==> src/rtl/ftva_pkg.sv <==
// fat tree vertex address decode: shared widths, codes, config and item types
// no dependencies
package ftva_pkg;

	localparam int ARITY_W  = 9;
	localparam int VERTEX_W = 23;
	localparam int HALF_W   = 8;
	localparam int HPP_W    = 15;
	localparam int QUOT_W   = 8;
	localparam int OCTET_W  = 8;

	localparam int MAX_ARITY   = 256;
	localparam int QUEUE_DEPTH = 16;

	localparam logic [1:0] KIND_HOST = 2'd0;
	localparam logic [1:0] KIND_EDGE = 2'd1;
	localparam logic [1:0] KIND_AGG  = 2'd2;
	localparam logic [1:0] KIND_CORE = 2'd3;

	// values derived from the reset arity
	localparam int RST_K          = 4;
	localparam int RST_HALF       = RST_K / 2;
	localparam int RST_HPP        = RST_HALF * RST_HALF;
	localparam int RST_PER_POD    = RST_HPP + RST_K;
	localparam int RST_EDGE_END   = RST_HPP + RST_HALF;
	localparam int RST_POD_REGION = RST_K * RST_PER_POD;
	localparam int RST_TOTAL      = RST_POD_REGION + RST_HPP;

	typedef struct packed {
		logic                ok;
		logic [ARITY_W-1:0]  k;
		logic [HALF_W-1:0]   half;
		logic [HPP_W-1:0]    hpp;
		logic [HPP_W-1:0]    per_pod;
		logic [HPP_W-1:0]    edge_end;
		logic [VERTEX_W-1:0] pod_region;
		logic [VERTEX_W-1:0] total;
	} cfg_t;

	typedef struct packed {
		logic               valid_res;
		logic [1:0]         kind;
		logic [ARITY_W-1:0] pod_octet;
		logic [HPP_W-1:0]   dividend;
		logic [OCTET_W-1:0] sidx;
	} mid_t;

	typedef struct packed {
		logic               valid_res;
		logic [1:0]         kind;
		logic [ARITY_W-1:0] pod_octet;
		logic [OCTET_W-1:0] third_octet;
		logic [OCTET_W-1:0] fourth_octet;
	} res_t;

endpackage

==> src/rtl/fat_tree_vertex_address_decode.sv <==
// fat tree vertex address decode: top level, front end, middle queue, back end, result queue
// depends on ftva_pkg, ftva_cfg, ftva_front, ftva_fifo, ftva_back
// items pass the front stages, middle queue and back stages on the way to the result queue
// throughput: one item per cycle; full rises once front stages plus middle queue reach DEPTH
// reset: arst_n clears all queues and stage valids and sets the arity to 4
module fat_tree_vertex_address_decode #(
	parameter int DEPTH = ftva_pkg::QUEUE_DEPTH
) (
	input  logic                          clk,
	input  logic                          arst_n,
	input  logic                          cfg_we,
	input  logic [ftva_pkg::ARITY_W-1:0]  cfg_wdata,
	input  logic                          push,
	output logic                          full,
	input  logic [ftva_pkg::VERTEX_W-1:0] vertex_id,
	output logic                          empty,
	input  logic                          pop,
	output logic                          valid_res,
	output logic [1:0]                    kind,
	output logic [ftva_pkg::ARITY_W-1:0]  pod_octet,
	output logic [ftva_pkg::OCTET_W-1:0]  third_octet,
	output logic [ftva_pkg::OCTET_W-1:0]  fourth_octet
);
	import ftva_pkg::*;

	localparam int CW = $clog2(DEPTH + 1);

	cfg_t          cfg;
	mid_t          mid_wr;
	mid_t          mid_rd;
	logic          mid_push;
	logic          mid_pop;
	logic          mid_empty;
	logic [CW-1:0] mid_count;
	res_t          out_wr;
	res_t          out_rd;
	logic          out_push;
	logic [CW-1:0] out_count;

	ftva_cfg u_cfg (
		.clk       (clk),
		.arst_n    (arst_n),
		.cfg_we    (cfg_we),
		.cfg_wdata (cfg_wdata),
		.cfg       (cfg)
	);

	ftva_front #(.DEPTH(DEPTH)) u_front (
		.clk       (clk),
		.arst_n    (arst_n),
		.cfg       (cfg),
		.push      (push),
		.full      (full),
		.vertex_id (vertex_id),
		.mid_count (mid_count),
		.mid_push  (mid_push),
		.mid_item  (mid_wr)
	);

	ftva_fifo #(.DEPTH(DEPTH), .WIDTH($bits(mid_t))) u_mid_q (
		.clk    (clk),
		.arst_n (arst_n),
		.push   (mid_push),
		.wdata  (mid_wr),
		.pop    (mid_pop),
		.rdata  (mid_rd),
		.empty  (mid_empty),
		.count  (mid_count)
	);

	ftva_back #(.DEPTH(DEPTH)) u_back (
		.clk       (clk),
		.arst_n    (arst_n),
		.cfg       (cfg),
		.mid_empty (mid_empty),
		.mid_item  (mid_rd),
		.mid_pop   (mid_pop),
		.out_count (out_count),
		.out_push  (out_push),
		.out_item  (out_wr)
	);

	ftva_fifo #(.DEPTH(DEPTH), .WIDTH($bits(res_t))) u_out_q (
		.clk    (clk),
		.arst_n (arst_n),
		.push   (out_push),
		.wdata  (out_wr),
		.pop    (pop),
		.rdata  (out_rd),
		.empty  (empty),
		.count  (out_count)
	);

	assign valid_res    = out_rd.valid_res;
	assign kind         = out_rd.kind;
	assign pod_octet    = out_rd.pod_octet;
	assign third_octet  = out_rd.third_octet;
	assign fourth_octet = out_rd.fourth_octet;

endmodule

==> src/rtl/ftva_fifo.sv <==
// small first-word-fall-through queue with occupancy count
// depends on nothing but its parameters
module ftva_fifo #(
	parameter int DEPTH = 2,
	parameter int WIDTH = 1,
	localparam int AW = (DEPTH > 1) ? $clog2(DEPTH) : 1,
	localparam int CW = $clog2(DEPTH + 1)
) (
	input  logic             clk,
	input  logic             arst_n,
	input  logic             push,
	input  logic [WIDTH-1:0] wdata,
	input  logic             pop,
	output logic [WIDTH-1:0] rdata,
	output logic             empty,
	output logic [CW-1:0]    count
);

	logic [WIDTH-1:0] mem_q [0:DEPTH-1];
	logic [AW-1:0]    wr_ptr_q;
	logic [AW-1:0]    rd_ptr_q;
	logic [CW-1:0]    count_q;
	logic             do_push;
	logic             do_pop;

	assign do_push = push && (count_q != CW'(DEPTH));
	assign do_pop  = pop && (count_q != '0);
	assign empty   = (count_q == '0);
	assign count   = count_q;
	assign rdata   = mem_q[rd_ptr_q];

	always_ff @(posedge clk or negedge arst_n) begin
		if (!arst_n) begin
			wr_ptr_q <= '0;
			rd_ptr_q <= '0;
			count_q  <= '0;
		end else begin
			if (do_push) begin
				wr_ptr_q <= (wr_ptr_q == AW'(DEPTH - 1)) ? '0 : wr_ptr_q + 1'b1;
			end
			if (do_pop) begin
				rd_ptr_q <= (rd_ptr_q == AW'(DEPTH - 1)) ? '0 : rd_ptr_q + 1'b1;
			end
			if (do_push && !do_pop) begin
				count_q <= count_q + 1'b1;
			end else if (!do_push && do_pop) begin
				count_q <= count_q - 1'b1;
			end
		end
	end

	always_ff @(posedge clk) begin
		if (do_push) begin
			mem_q[wr_ptr_q] <= wdata;
		end
	end

endmodule

==> src/rtl/ftva_cfg.sv <==
// arity register and the tree sizes derived from it, one level per cycle
// depends on ftva_pkg
module ftva_cfg (
	input  logic                          clk,
	input  logic                          arst_n,
	input  logic                          cfg_we,
	input  logic [ftva_pkg::ARITY_W-1:0]  cfg_wdata,
	output ftva_pkg::cfg_t                cfg
);
	import ftva_pkg::*;

	logic [ARITY_W-1:0]  k_q;
	logic                ok_q;
	logic [HALF_W-1:0]   half_q;
	logic [HPP_W-1:0]    hpp_q;
	logic [HPP_W-1:0]    per_pod_q;
	logic [HPP_W-1:0]    edge_end_q;
	logic [VERTEX_W-1:0] pod_region_q;
	logic [VERTEX_W-1:0] total_q;
	logic [HALF_W-1:0]   half_d;
	logic [2*HALF_W-1:0] hpp_d;

	assign half_d = k_q[ARITY_W-1:1];
	assign hpp_d  = half_d * half_d;

	always_ff @(posedge clk or negedge arst_n) begin
		if (!arst_n) begin
			k_q          <= ARITY_W'(RST_K);
			ok_q         <= 1'b1;
			half_q       <= HALF_W'(RST_HALF);
			hpp_q        <= HPP_W'(RST_HPP);
			per_pod_q    <= HPP_W'(RST_PER_POD);
			edge_end_q   <= HPP_W'(RST_EDGE_END);
			pod_region_q <= VERTEX_W'(RST_POD_REGION);
			total_q      <= VERTEX_W'(RST_TOTAL);
		end else begin
			if (cfg_we) begin
				k_q <= cfg_wdata;
			end
			ok_q         <= (k_q != '0) && !k_q[0] && (k_q <= ARITY_W'(MAX_ARITY));
			half_q       <= half_d;
			hpp_q        <= hpp_d[HPP_W-1:0];
			per_pod_q    <= hpp_q + HPP_W'(k_q);
			edge_end_q   <= hpp_q + HPP_W'(half_q);
			pod_region_q <= VERTEX_W'(k_q) * VERTEX_W'(per_pod_q);
			total_q      <= pod_region_q + VERTEX_W'(hpp_q);
		end
	end

	assign cfg = '{
		ok:         ok_q,
		k:          k_q,
		half:       half_q,
		hpp:        hpp_q,
		per_pod:    per_pod_q,
		edge_end:   edge_end_q,
		pod_region: pod_region_q,
		total:      total_q
	};

endmodule

==> src/rtl/ftva_front.sv <==
// front end: accepts vertex numbers, splits them by pod and classifies them
// depends on ftva_pkg; feeds the middle queue and reserves room in it
module ftva_front #(
	parameter int DEPTH = ftva_pkg::QUEUE_DEPTH,
	localparam int CW = $clog2(DEPTH + 1)
) (
	input  logic                          clk,
	input  logic                          arst_n,
	input  ftva_pkg::cfg_t                cfg,
	input  logic                          push,
	output logic                          full,
	input  logic [ftva_pkg::VERTEX_W-1:0] vertex_id,
	input  logic [CW-1:0]                 mid_count,
	output logic                          mid_push,
	output ftva_pkg::mid_t                mid_item
);
	import ftva_pkg::*;

	logic                accept;
	logic [CW-1:0]       front_cnt_q;
	logic [CW:0]         used;
	logic                vld_s1;
	logic                vld_s2;
	logic [VERTEX_W-1:0] u_s1;
	logic [VERTEX_W-1:0] u_s2;

	// divider stages, index 0 is stage 3
	logic                dv_vld_s [0:QUOT_W];
	logic [VERTEX_W-1:0] dv_u_s   [0:QUOT_W];
	logic [VERTEX_W-1:0] dv_rem_s [0:QUOT_W];
	logic [QUOT_W-1:0]   dv_quo_s [0:QUOT_W];

	logic                in_range;
	logic                in_pods;
	logic                is_host;
	logic                is_edge;
	logic [VERTEX_W-1:0] core;
	logic [HPP_W-1:0]    os;
	logic [HPP_W-1:0]    sw;
	logic [VERTEX_W-1:0] u_f;

	assign accept = push && !full;
	assign used   = {1'b0, front_cnt_q} + {1'b0, mid_count};
	assign full   = (used >= (CW + 1)'(DEPTH));

	always_ff @(posedge clk or negedge arst_n) begin
		if (!arst_n) begin
			front_cnt_q <= '0;
			vld_s1      <= 1'b0;
			vld_s2      <= 1'b0;
			dv_vld_s[0] <= 1'b0;
		end else begin
			if (accept && !mid_push) begin
				front_cnt_q <= front_cnt_q + 1'b1;
			end else if (!accept && mid_push) begin
				front_cnt_q <= front_cnt_q - 1'b1;
			end
			vld_s1      <= accept;
			vld_s2      <= vld_s1;
			dv_vld_s[0] <= vld_s2;
		end
	end

	always_ff @(posedge clk) begin
		u_s1        <= vertex_id;
		u_s2        <= u_s1;
		dv_u_s[0]   <= u_s2;
		dv_rem_s[0] <= u_s2;
		dv_quo_s[0] <= '0;
	end

	for (genvar j = 0; j < QUOT_W; j++) begin : g_step
		logic [VERTEX_W-1:0] dsh;
		logic                ge;

		assign dsh = VERTEX_W'(cfg.per_pod) << (QUOT_W - 1 - j);
		assign ge  = (dv_rem_s[j] >= dsh);

		always_ff @(posedge clk or negedge arst_n) begin
			if (!arst_n) begin
				dv_vld_s[j+1] <= 1'b0;
			end else begin
				dv_vld_s[j+1] <= dv_vld_s[j];
			end
		end

		always_ff @(posedge clk) begin
			dv_u_s[j+1]   <= dv_u_s[j];
			dv_rem_s[j+1] <= ge ? dv_rem_s[j] - dsh : dv_rem_s[j];
			dv_quo_s[j+1] <= dv_quo_s[j] | (ge ? QUOT_W'(1) << (QUOT_W - 1 - j) : '0);
		end
	end

	// classification
	assign u_f      = dv_u_s[QUOT_W];
	assign os       = dv_rem_s[QUOT_W][HPP_W-1:0];
	assign in_range = cfg.ok && (u_f < cfg.total);
	assign in_pods  = (u_f < cfg.pod_region);
	assign core     = u_f - cfg.pod_region;
	assign is_host  = (os < cfg.hpp);
	assign is_edge  = (os < cfg.edge_end);
	assign sw       = os - cfg.hpp;
	assign mid_push = dv_vld_s[QUOT_W];

	always_comb begin
		mid_item = '0;
		if (in_range) begin
			mid_item.valid_res = 1'b1;
			if (in_pods) begin
				mid_item.kind      = is_host ? KIND_HOST : (is_edge ? KIND_EDGE : KIND_AGG);
				mid_item.pod_octet = {1'b0, dv_quo_s[QUOT_W]};
				mid_item.dividend  = os;
				mid_item.sidx      = sw[OCTET_W-1:0];
			end else begin
				mid_item.kind      = KIND_CORE;
				mid_item.pod_octet = cfg.k;
				mid_item.dividend  = core[HPP_W-1:0];
			end
		end
	end

endmodule

==> src/rtl/ftva_back.sv <==
// back end: divides the in-pod offset or core index by k/2 and forms the octets
// depends on ftva_pkg; drains the middle queue, fills the result queue
module ftva_back #(
	parameter int DEPTH = ftva_pkg::QUEUE_DEPTH,
	localparam int CW = $clog2(DEPTH + 1)
) (
	input  logic           clk,
	input  logic           arst_n,
	input  ftva_pkg::cfg_t cfg,
	input  logic           mid_empty,
	input  ftva_pkg::mid_t mid_item,
	output logic           mid_pop,
	input  logic [CW-1:0]  out_count,
	output logic           out_push,
	output ftva_pkg::res_t out_item
);
	import ftva_pkg::*;

	logic [CW-1:0]     back_cnt_q;
	logic [CW:0]       used;

	logic              bk_vld_s  [0:QUOT_W];
	mid_t              bk_item_s [0:QUOT_W];
	logic [HPP_W-1:0]  bk_rem_s  [0:QUOT_W];
	logic [QUOT_W-1:0] bk_quo_s  [0:QUOT_W];

	mid_t              fin;
	logic [QUOT_W-1:0] quo;
	logic [OCTET_W-1:0] rem;

	assign used    = {1'b0, back_cnt_q} + {1'b0, out_count};
	assign mid_pop = !mid_empty && (used < (CW + 1)'(DEPTH));

	always_ff @(posedge clk or negedge arst_n) begin
		if (!arst_n) begin
			back_cnt_q  <= '0;
			bk_vld_s[0] <= 1'b0;
		end else begin
			if (mid_pop && !out_push) begin
				back_cnt_q <= back_cnt_q + 1'b1;
			end else if (!mid_pop && out_push) begin
				back_cnt_q <= back_cnt_q - 1'b1;
			end
			bk_vld_s[0] <= mid_pop;
		end
	end

	always_ff @(posedge clk) begin
		bk_item_s[0] <= mid_item;
		bk_rem_s[0]  <= mid_item.dividend;
		bk_quo_s[0]  <= '0;
	end

	for (genvar j = 0; j < QUOT_W; j++) begin : g_step
		logic [HPP_W-1:0] dsh;
		logic             ge;

		assign dsh = HPP_W'(cfg.half) << (QUOT_W - 1 - j);
		assign ge  = (bk_rem_s[j] >= dsh);

		always_ff @(posedge clk or negedge arst_n) begin
			if (!arst_n) begin
				bk_vld_s[j+1] <= 1'b0;
			end else begin
				bk_vld_s[j+1] <= bk_vld_s[j];
			end
		end

		always_ff @(posedge clk) begin
			bk_item_s[j+1] <= bk_item_s[j];
			bk_rem_s[j+1]  <= ge ? bk_rem_s[j] - dsh : bk_rem_s[j];
			bk_quo_s[j+1]  <= bk_quo_s[j] | (ge ? QUOT_W'(1) << (QUOT_W - 1 - j) : '0);
		end
	end

	assign fin      = bk_item_s[QUOT_W];
	assign quo      = bk_quo_s[QUOT_W];
	assign rem      = bk_rem_s[QUOT_W][OCTET_W-1:0];
	assign out_push = bk_vld_s[QUOT_W];

	always_comb begin
		out_item = '0;
		if (fin.valid_res) begin
			out_item.valid_res = 1'b1;
			out_item.kind      = fin.kind;
			out_item.pod_octet = fin.pod_octet;
			unique case (fin.kind)
				KIND_HOST: begin
					out_item.third_octet  = quo;
					out_item.fourth_octet = rem + OCTET_W'(2);
				end
				KIND_CORE: begin
					out_item.third_octet  = quo + OCTET_W'(1);
					out_item.fourth_octet = rem + OCTET_W'(1);
				end
				default: begin
					out_item.third_octet  = fin.sidx;
					out_item.fourth_octet = OCTET_W'(1);
				end
			endcase
		end
	end

endmodule

==> config.mk <==
export PLATFORM = sky130hd
export DESIGN_NAME = fat_tree_vertex_address_decode
export DESIGN_NICKNAME = d
export VERILOG_FILES = /design/src/rtl/ftva_pkg.sv /design/src/rtl/fat_tree_vertex_address_decode.sv /design/src/rtl/ftva_fifo.sv /design/src/rtl/ftva_cfg.sv /design/src/rtl/ftva_front.sv /design/src/rtl/ftva_back.sv
export SDC_FILE = /design/constraint.sdc
export NUM_CORES = 2
export LEC_CHECK = 0
export BUFFER_PORTS_ARGS = -buffer_cell sky130_fd_sc_hd__buf_2
export CAP_MARGIN = 20
export CELL_PAD_IN_SITES_DETAIL_PLACEMENT = 0
export CELL_PAD_IN_SITES_GLOBAL_PLACEMENT = 1
export CORE_MARGIN = 2
export CORE_UTILIZATION = 28
export DETAILED_ROUTE_END_ITERATION = 10
export PLACE_DENSITY_LB_ADDON = 0.1
export SETUP_SLACK_MARGIN = 0.1
export SYNTH_ARGS = -nofsm -noshare
export SYNTH_HDL_FRONTEND = slang
export SYNTH_HIERARCHICAL = 1
export SYNTH_SLANG_ARGS = --single-unit
==> constraint.sdc <==
create_clock -name clk -period 5.35 [get_ports clk]
set_input_delay 1.07 -clock clk [delete_from_list [all_inputs] [get_ports clk]]
set_output_delay 1.07 -clock clk [all_outputs]
set_load 0.01 [all_outputs]
* Word-level counts from Yosys, hierarchy flattened
Memories as Yosys holds them, arrays and structs flattened.
Index checks and enable logic that the tools add are counted.
** Word-level totals
- Output and inout port bits :: 30
- Bits in registers :: 211
- Memories :: 8
- ROM bits :: 0
- Latch bits :: 0
- Memory bits (writable) :: 2016
- Input port bits :: 37
- Word-level logic and storage cells :: 225
** Cells by class
- Eq/ne operators :: 7
- Bitwise gates (word level) :: 16
- Reductions and logical operators :: 38
- Shift-type cells :: 0
- $lt $le $gt $ge :: 23
- Muxes and demuxes :: 55
- Add/subtract/negate cells :: 38
- $mul :: 2
- Div/mod/pow operators :: 0
** Memories
- u_mid_q.mem_q :: depth 16, width 35, rd ports 1, clocked after memory_dff 0, write ports 1, RTL line ftva_fifo.sv:19 : logic [WIDTH-1:0] mem_q [0:DEPTH-1];
- u_out_q.mem_q :: depth 16, width 28, rd ports 1, clocked after memory_dff 0, write ports 1, RTL line ftva_fifo.sv:19
- u_back.bk_item_s :: depth 9, width 35, rd ports 9, clocked after memory_dff 0, write ports 9, RTL line ftva_back.sv:23 : mid_t bk_item_s [0:QUOT_W];
- u_front.dv_rem_s :: depth 9, width 23, rd ports 9, clocked after memory_dff 0, write ports 9, RTL line ftva_front.sv:30 : logic [VERTEX_W-1:0] dv_rem_s [0:QUOT_W];
- u_front.dv_u_s :: depth 9, width 23, rd ports 9, clocked after memory_dff 0, write ports 9, RTL line ftva_front.sv:29 : logic [VERTEX_W-1:0] dv_u_s [0:QUOT_W];
- u_back.bk_rem_s :: depth 9, width 15, rd ports 9, clocked after memory_dff 0, write ports 9, RTL line ftva_back.sv:24 : logic [HPP_W-1:0] bk_rem_s [0:QUOT_W];
- 2 more memories
** Operators with widths (number)
- 23-bit 2-to-1 mux :: 8
- 15-bit 2-to-1 mux :: 8
- 8-bit bitwise OR :: 14
- 5-bit 2-to-1 mux :: 10
- 23-bit less-than comparator :: 2
- 35-bit 2-to-1 mux :: 1
- 16-bit case mux with 2 select lines :: 1
- 15-bit less-than comparator :: 2
- 15-bit subtractor :: 2
- 28-bit 2-to-1 mux :: 1
- 26-bit 2-to-1 mux :: 1
- 4-bit 2-to-1 mux :: 6
- 8-bit 2-to-1 mux :: 3
- 23-bit by 15-bit adder with 23-bit output :: 1
- 23-bit by 15-bit >= comparator with 1-bit output :: 1
- 23-bit by 16-bit >= comparator with 1-bit output :: 1
- 23-bit by 17-bit >= comparator with 1-bit output :: 1
- 23-bit by 18-bit >= comparator with 1-bit output :: 1
- 23-bit by 19-bit >= comparator with 1-bit output :: 1
- 23-bit by 20-bit >= comparator with 1-bit output :: 1
- 23-bit by 21-bit >= comparator with 1-bit output :: 1
- 23-bit by 22-bit >= comparator with 1-bit output :: 1
- 9-bit by 15-bit multiplier with 23-bit output :: 1
- 23-bit by 15-bit subtractor with 23-bit output :: 1
- other kinds (51) :: 109

* Logic depth before layout (Yosys ltp)
- Word-level depth :: 8
- Depth in mapped cells :: 18

* Modules after synthesis
Netlist, hierarchy kept.
** By module, submodules not included
- ftva_fifo (u_mid_q) :: area each 21739.6 µm², cells each 955, instances 1
- ftva_front :: area each 20068.0 µm², cells each 2017, instances 1
- ftva_fifo (u_out_q) :: area each 17912.2 µm², cells each 843, instances 1
- ftva_back :: area each 12244.2 µm², cells each 1072, instances 1
- ftva_cfg :: area each 10146.0 µm², cells each 1009, instances 1

* Least setup slack after synthesis
Ideal clock, no wire load.
- Kind :: register to register
- Start point :: register u_cfg.k_q[2]
- End point :: register u_cfg.pod_region_q[15]
- Path slack :: 0.578 ns
- Arrival :: 4.646 ns
- Stages on the path, launching flop included :: 17
- Library setup time :: 0.126 ns
- Path through :: dfstp_2 -> clkbuf_1 -> clkbuf_1 -> nand2_1 -> fa_1 -> inv_1 -> fa_1 -> fa_1 -> inv_1 -> fa_1 -> inv_1 -> ha_1 -> a21oi_1 -> o31ai_1 -> a21oi_1 -> nor3_1 -> a311o_1
** On the way
- Cells in the longest elaborated chain, start to end :: 1
** RTL lines
- start, declared :: RTL line ftva_cfg.sv:12 : logic [ARITY_W-1:0] k_q;
- start signal, assigned :: RTL line ftva_cfg.sv:28 : k_q <= ARITY_W'(RST_K);
- start signal, assigned :: RTL line ftva_cfg.sv:38 : k_q <= cfg_wdata;
- 9-bit by 15-bit multiplier with 23-bit output :: RTL line ftva_cfg.sv:45 : pod_region_q <= VERTEX_W'(k_q) * VERTEX_W'(per_pod_q);
- end signal, assigned :: RTL line ftva_cfg.sv:34 : pod_region_q <= VERTEX_W'(RST_POD_REGION);
- end signal, assigned :: RTL line ftva_cfg.sv:45
- end, declared :: RTL line ftva_cfg.sv:18 : logic [VERTEX_W-1:0] pod_region_q;
Every way passes these cells.
A chain may end at the register's enable or synchronous reset.

* Worst setup path in the final report
- Start point :: register u_cfg.k_q[8]
- End point :: register u_cfg.pod_region_q[22]
The elaborated chain is that of the path after synthesis.

==> impl_metrics.csv <==
group,metric,value,unit
cells_and_area,register_area,0.0500,sq mm
critical_path,worstPathArrival,5.66,ns
sta,setup_ws,0.393,ns
power_and_ir_drop,intPower,37800,uW
critical_path,worstPathCellList,"and2_1 > fa_1 > fa_1 > fa_1 > inv_1 > fa_1 > inv_1 > ha_1 > a21oi_1 > o21ai_0 > a31o_1 > a31oi_1 > o21ai_1 > xnor2_1",
power_and_ir_drop,p_per_area,629,mW/mm^2
yosys,synthDistinctLibCells,109,
clocking,clock_latency,0.92,ns
min_path,hold_class,"in -> async",
clocking,ctsHtreeMaxLevel,4,
critical_path,critPathCaptureType,"flip-flop",
sta,worstMarginPinSlew,1.10,ns
die,fp-row-count,198,
global_route,grt_max_degree,96,
clocking,cts_resized,0,
power_and_ir_drop,pwr-share-comb,41.7,%
routing,top_layer,"met4",
sta,setup_viol,0,
power_and_ir_drop,netSwitchingPower,22400,uW
cells_and_area,nets,6741,
global_route,first_global_vias,49200,
routing,ant_nets,0,
placement,finalWeightedCongestion,0.751,
sta,min_period,4.96,ns
sta,finalSetupTns,0,ns
placement,postPlaceCellArea,0.0880,sq mm
sta,slew_headroom,26.5,%
power_and_ir_drop,seq_power_share,32.0,%
die,io_pins,67,
routing,dr_wl_met2,111,mm
routing,wl_met3,7.72,mm
die,start_util,28.2,%
global_route,grt_usage,15.5,%
routing,drt-pass1-iter-count,7,
cells_and_area,design_area,0.0958,sq mm
sta,hold_viol,0,
routing,drt_wl_total,233,mm
yosys,synthCells,5896,
sta,achievable-frequency,0.202,GHz
critical_path,critPathMaxStageDelay,0.75,ns
clocking,cts.sinks,1951,
placement,dpl.cell_count,9839,
yosys,yosys_warnings,6,
yosys,avgSynthCellArea,13.9,sq um
sta,drv_slew,0,
clocking,cts_hold_buf,0,
global_route,grt-ovfl-total,0,
critical_path,critPathBufInv,2,
critical_path,cp.required,6.05,ns
critical_path,critPathTopFamily,"adder cells",
clocking,clock_path_buffers,4,
yosys,ys_seq_area_share,60.9,%
yosys,yosysTopAreaCell,"edfxtp_1",
yosys,synth_edf_count,1008,
critical_path,reg2regPathDepth,14,
cells_and_area,final_util,32.9,%
yosys,yosys-top-cells-area,"edfxtp_1 37%, dfxtp_1 19%, mux4_2 6.1%",
yosys,synth_seq_cells,1951,
critical_path,critPathKind,"reg -> reg",
die,dieArea,0.298,sq mm
critical_path,r2r_end,"u_cfg/pod_region_q[22]$_DFF_PN0_",
critical_path,critical_path.max_fanout,17,
cells_and_area,layout-drive-gt1-share,16.1,%
placement,port_buffers,66,
power_and_ir_drop,p_leak,0.0359,uW
routing,wire_per_inst,22.7,um
critical_path,cp_common_cell,"fa_1",
clocking,tritoncts,"built",
flow_run,maxCapViolCount,0,
power_and_ir_drop,p_clk_share,26.3,%
placement,place_ws,0.360,ns
cells_and_area,multiInputGateArea,0.0302,sq mm
critical_path,r2r-start,"u_cfg/k_q[8]$_DFFE_PN0P_",
clocking,cts_setup_buffers,0,
yosys,synth_top_area_share,36.9,%
critical_path,reg2reg_slack,0.39,ns
sta,fin_worst_skew,0.111,ns
routing,drt_iter0_drc,2562,
global_route,grt_pass1_wl,344,mm
clocking,clk_pin_slew_worst_paths,0.06,ns
routing,vias_per_cell,4.64,
clocking,root_buffer,"clkbuf_16",
yosys,async_reset_ff_share,8.30,%
critical_path,start_kind,"flip-flop",
die,die_w,546,um
die,placeableCoreArea,0.291,sq mm
routing,wl_met1,110,mm
yosys,syn-cell-area,0.0821,sq mm
outcome,status,"complete, no violations",
clocking,cts_made_buffers,225,
routing,drc,0,
sta,rsz0062_at_grt,"false",
routing,vias,47600,
critical_path,crit_path_top_delay_cell,"dfrtp_1",
die,die_y,546,um
power_and_ir_drop,ir_drop,0.811,mV
cells_and_area,n_fill_cell,28700,
cells_and_area,final_cells,10300,
global_route,antenna_found_initial,26,
cells_and_area,area_delta_synth_final,16.7,%
power_and_ir_drop,p_sw_share,37.2,%
sta,fin_crit_sh,92.6,%
yosys,ys.flop_type,"edfxtp_1",
placement,dp_hpwl,158,mm
==> metal layers <==
metal  up-vias  track usage [%]
li1      22300                -
met1     24300             21.5
met2       722             25.7
met3       267             1.99
met4         0             3.13
met5         -                0
==> placed cells by master, fill, tap and decap left out, drive strengths merged, types with 32 or more instances in the layout <==
master,count
nand2b,49
fa,138
a22oi,34
buf,233
a21oi,234
mux2i,114
clkbuf,334
xnor2,163
a21o,86
o21a,62
o21ai,244
dfrtp,152
a211oi,32
nor3,82
clkinv,58
mux4,224
ha,397
mux2,76
inv,355
edfxtp,1008
nand4,33
o31ai,35
nor2b,58
and2,128
nand3,70
o22ai,82
xor2,103
dfxtp,781
nor2,301
nand2,280
==> worst max-delay path by stage <==
stage                                         from                          endpoint  slack [ns]  cells after the start
after floorplan           u_cfg/k_q[2]$_DFFE_PN1P_  u_cfg/pod_region_q[15]$_DFF_PN0_        0.58                     16
after global placement    u_cfg/k_q[8]$_DFFE_PN0P_  u_cfg/pod_region_q[22]$_DFF_PN0_        0.42                     14
after detailed placement  u_cfg/k_q[8]$_DFFE_PN0P_  u_cfg/pod_region_q[22]$_DFF_PN0_        0.36                     14
after CTS                 u_cfg/k_q[8]$_DFFE_PN0P_  u_cfg/pod_region_q[22]$_DFF_PN0_        0.33                     14
after global routing      u_cfg/k_q[8]$_DFFE_PN0P_  u_cfg/pod_region_q[22]$_DFF_PN0_        0.11                     14
final                     u_cfg/k_q[8]$_DFFE_PN0P_  u_cfg/pod_region_q[22]$_DFF_PN0_        0.39                     14
==> power by group through the flow <==
stage | clock network, uW | registers, uW | logic, uW
3_5_place_dp | 0 | 19600 | 25400
6_report | 15800 | 19300 | 25100
3_3_place_gp | 0 | 19600 | 25500
4_1_cts | 16400 | 19300 | 25600
5_1_grt | 17000 | 19500 | 28500
2_1_floorplan | 0 | 18800 | 18700
==> cells by family (layout without fill, tap and decap cells) <==
| group | after synthesis | in the layout | share of synthesized area [%] |
|---|---|---|---|
| AOI/OAI and AO/OA | 1058 | 1058 | 8.55 |
| xor gates and xnor gates | 266 | 266 | 2.84 |
| buffers and inverters | 532 | 998 | 2.77 |
| other | 1 | 8 | 0.00457 |
| muxes | 414 | 414 | 8.63 |
| adders and majority gates | 535 | 535 | 9.41 |
| and+or+nand+nor | 1139 | 1139 | 6.93 |
| DFF | 1951 | 1951 | 60.9 |
==> cell type report <==
type	instances	share of cell area (%)
diodes	6	0.0157
clock buffers	333	7.17
clock inverters	88	0.921
inverters	343	1.35
multi-input cells	3414	31.5
flip-flops and latches	1951	52.2
well taps	3900	5.09
repair buffers	234	1.80
==> state kept, by name (all words and copies together), names as in the netlist, 7 cells and up <==
name / flops
u_out_q/mem_q: 448
u_front/dv_u_s: 207
u_cfg/per_pod_q: 15
u_cfg/hpp_q: 14
u_front/u_s2: 23
u_front/dv_quo_s: 36
u_cfg/k_q: 9
u_cfg/half_q: 7
u_back/bk_rem_s: 88
u_front/u_s1: 23
u_back/bk_quo_s: 36
u_back/bk_item_s: 220
u_cfg/pod_region_q: 23
u_front/dv_vld_s: 8
u_mid_q/mem_q: 560
u_cfg/total_q: 23
u_cfg/edge_end_q: 14
u_front/dv_rem_s: 148
u_back/bk_vld_s: 8
==> synth_stat cells (24+ instances only) <==
library cell,count
and3_1,27
a31oi_1,26
nand2b_1,49
a211oi_1,30
nand3_1,65
clkbuf_1,82
nor2b_1,58
o21ai_1,26
edfxtp_1,1008
a32oi_1,28
a22oi_1,34
o31ai_1,34
ha_1,397
buf_4,24
nand2_1,280
a21oi_1,232
xor2_1,103
o22ai_1,82
nor3_1,81
nor2_1,300
o21ai_0,213
buf_2,57
xnor2_1,163
a21o_1,84
and2_1,127
dfrtp_1,152
dfxtp_1,781
fa_1,138
mux2_2,65
nand4_1,33
mux2i_1,114
inv_1,341
mux4_2,224
o21a_1,62
==> through the flow <==
step,hold WS [ns],total power (uW)
after floorplan,0.310,37500
after global placement,0.310,45200
after detailed placement,0.312,45000
after CTS,0.231,61300
after global routing,0.249,65000
final,0.296,60200
==> worst register-to-register path, stage by stage (launching register included) <==
cell     delay, ns
dfrtp_1       0.75
and2_1        0.26
fa_1          0.42
fa_1          0.52
fa_1          0.54
inv_1         0.05
fa_1          0.54
inv_1         0.04
ha_1          0.34
a21oi_1       0.40
o21ai_0       0.15
a31o_1        0.24
a31oi_1       0.30
o21ai_1       0.12
xnor2_1       0.14
Power figures use the tool's default switching activity.
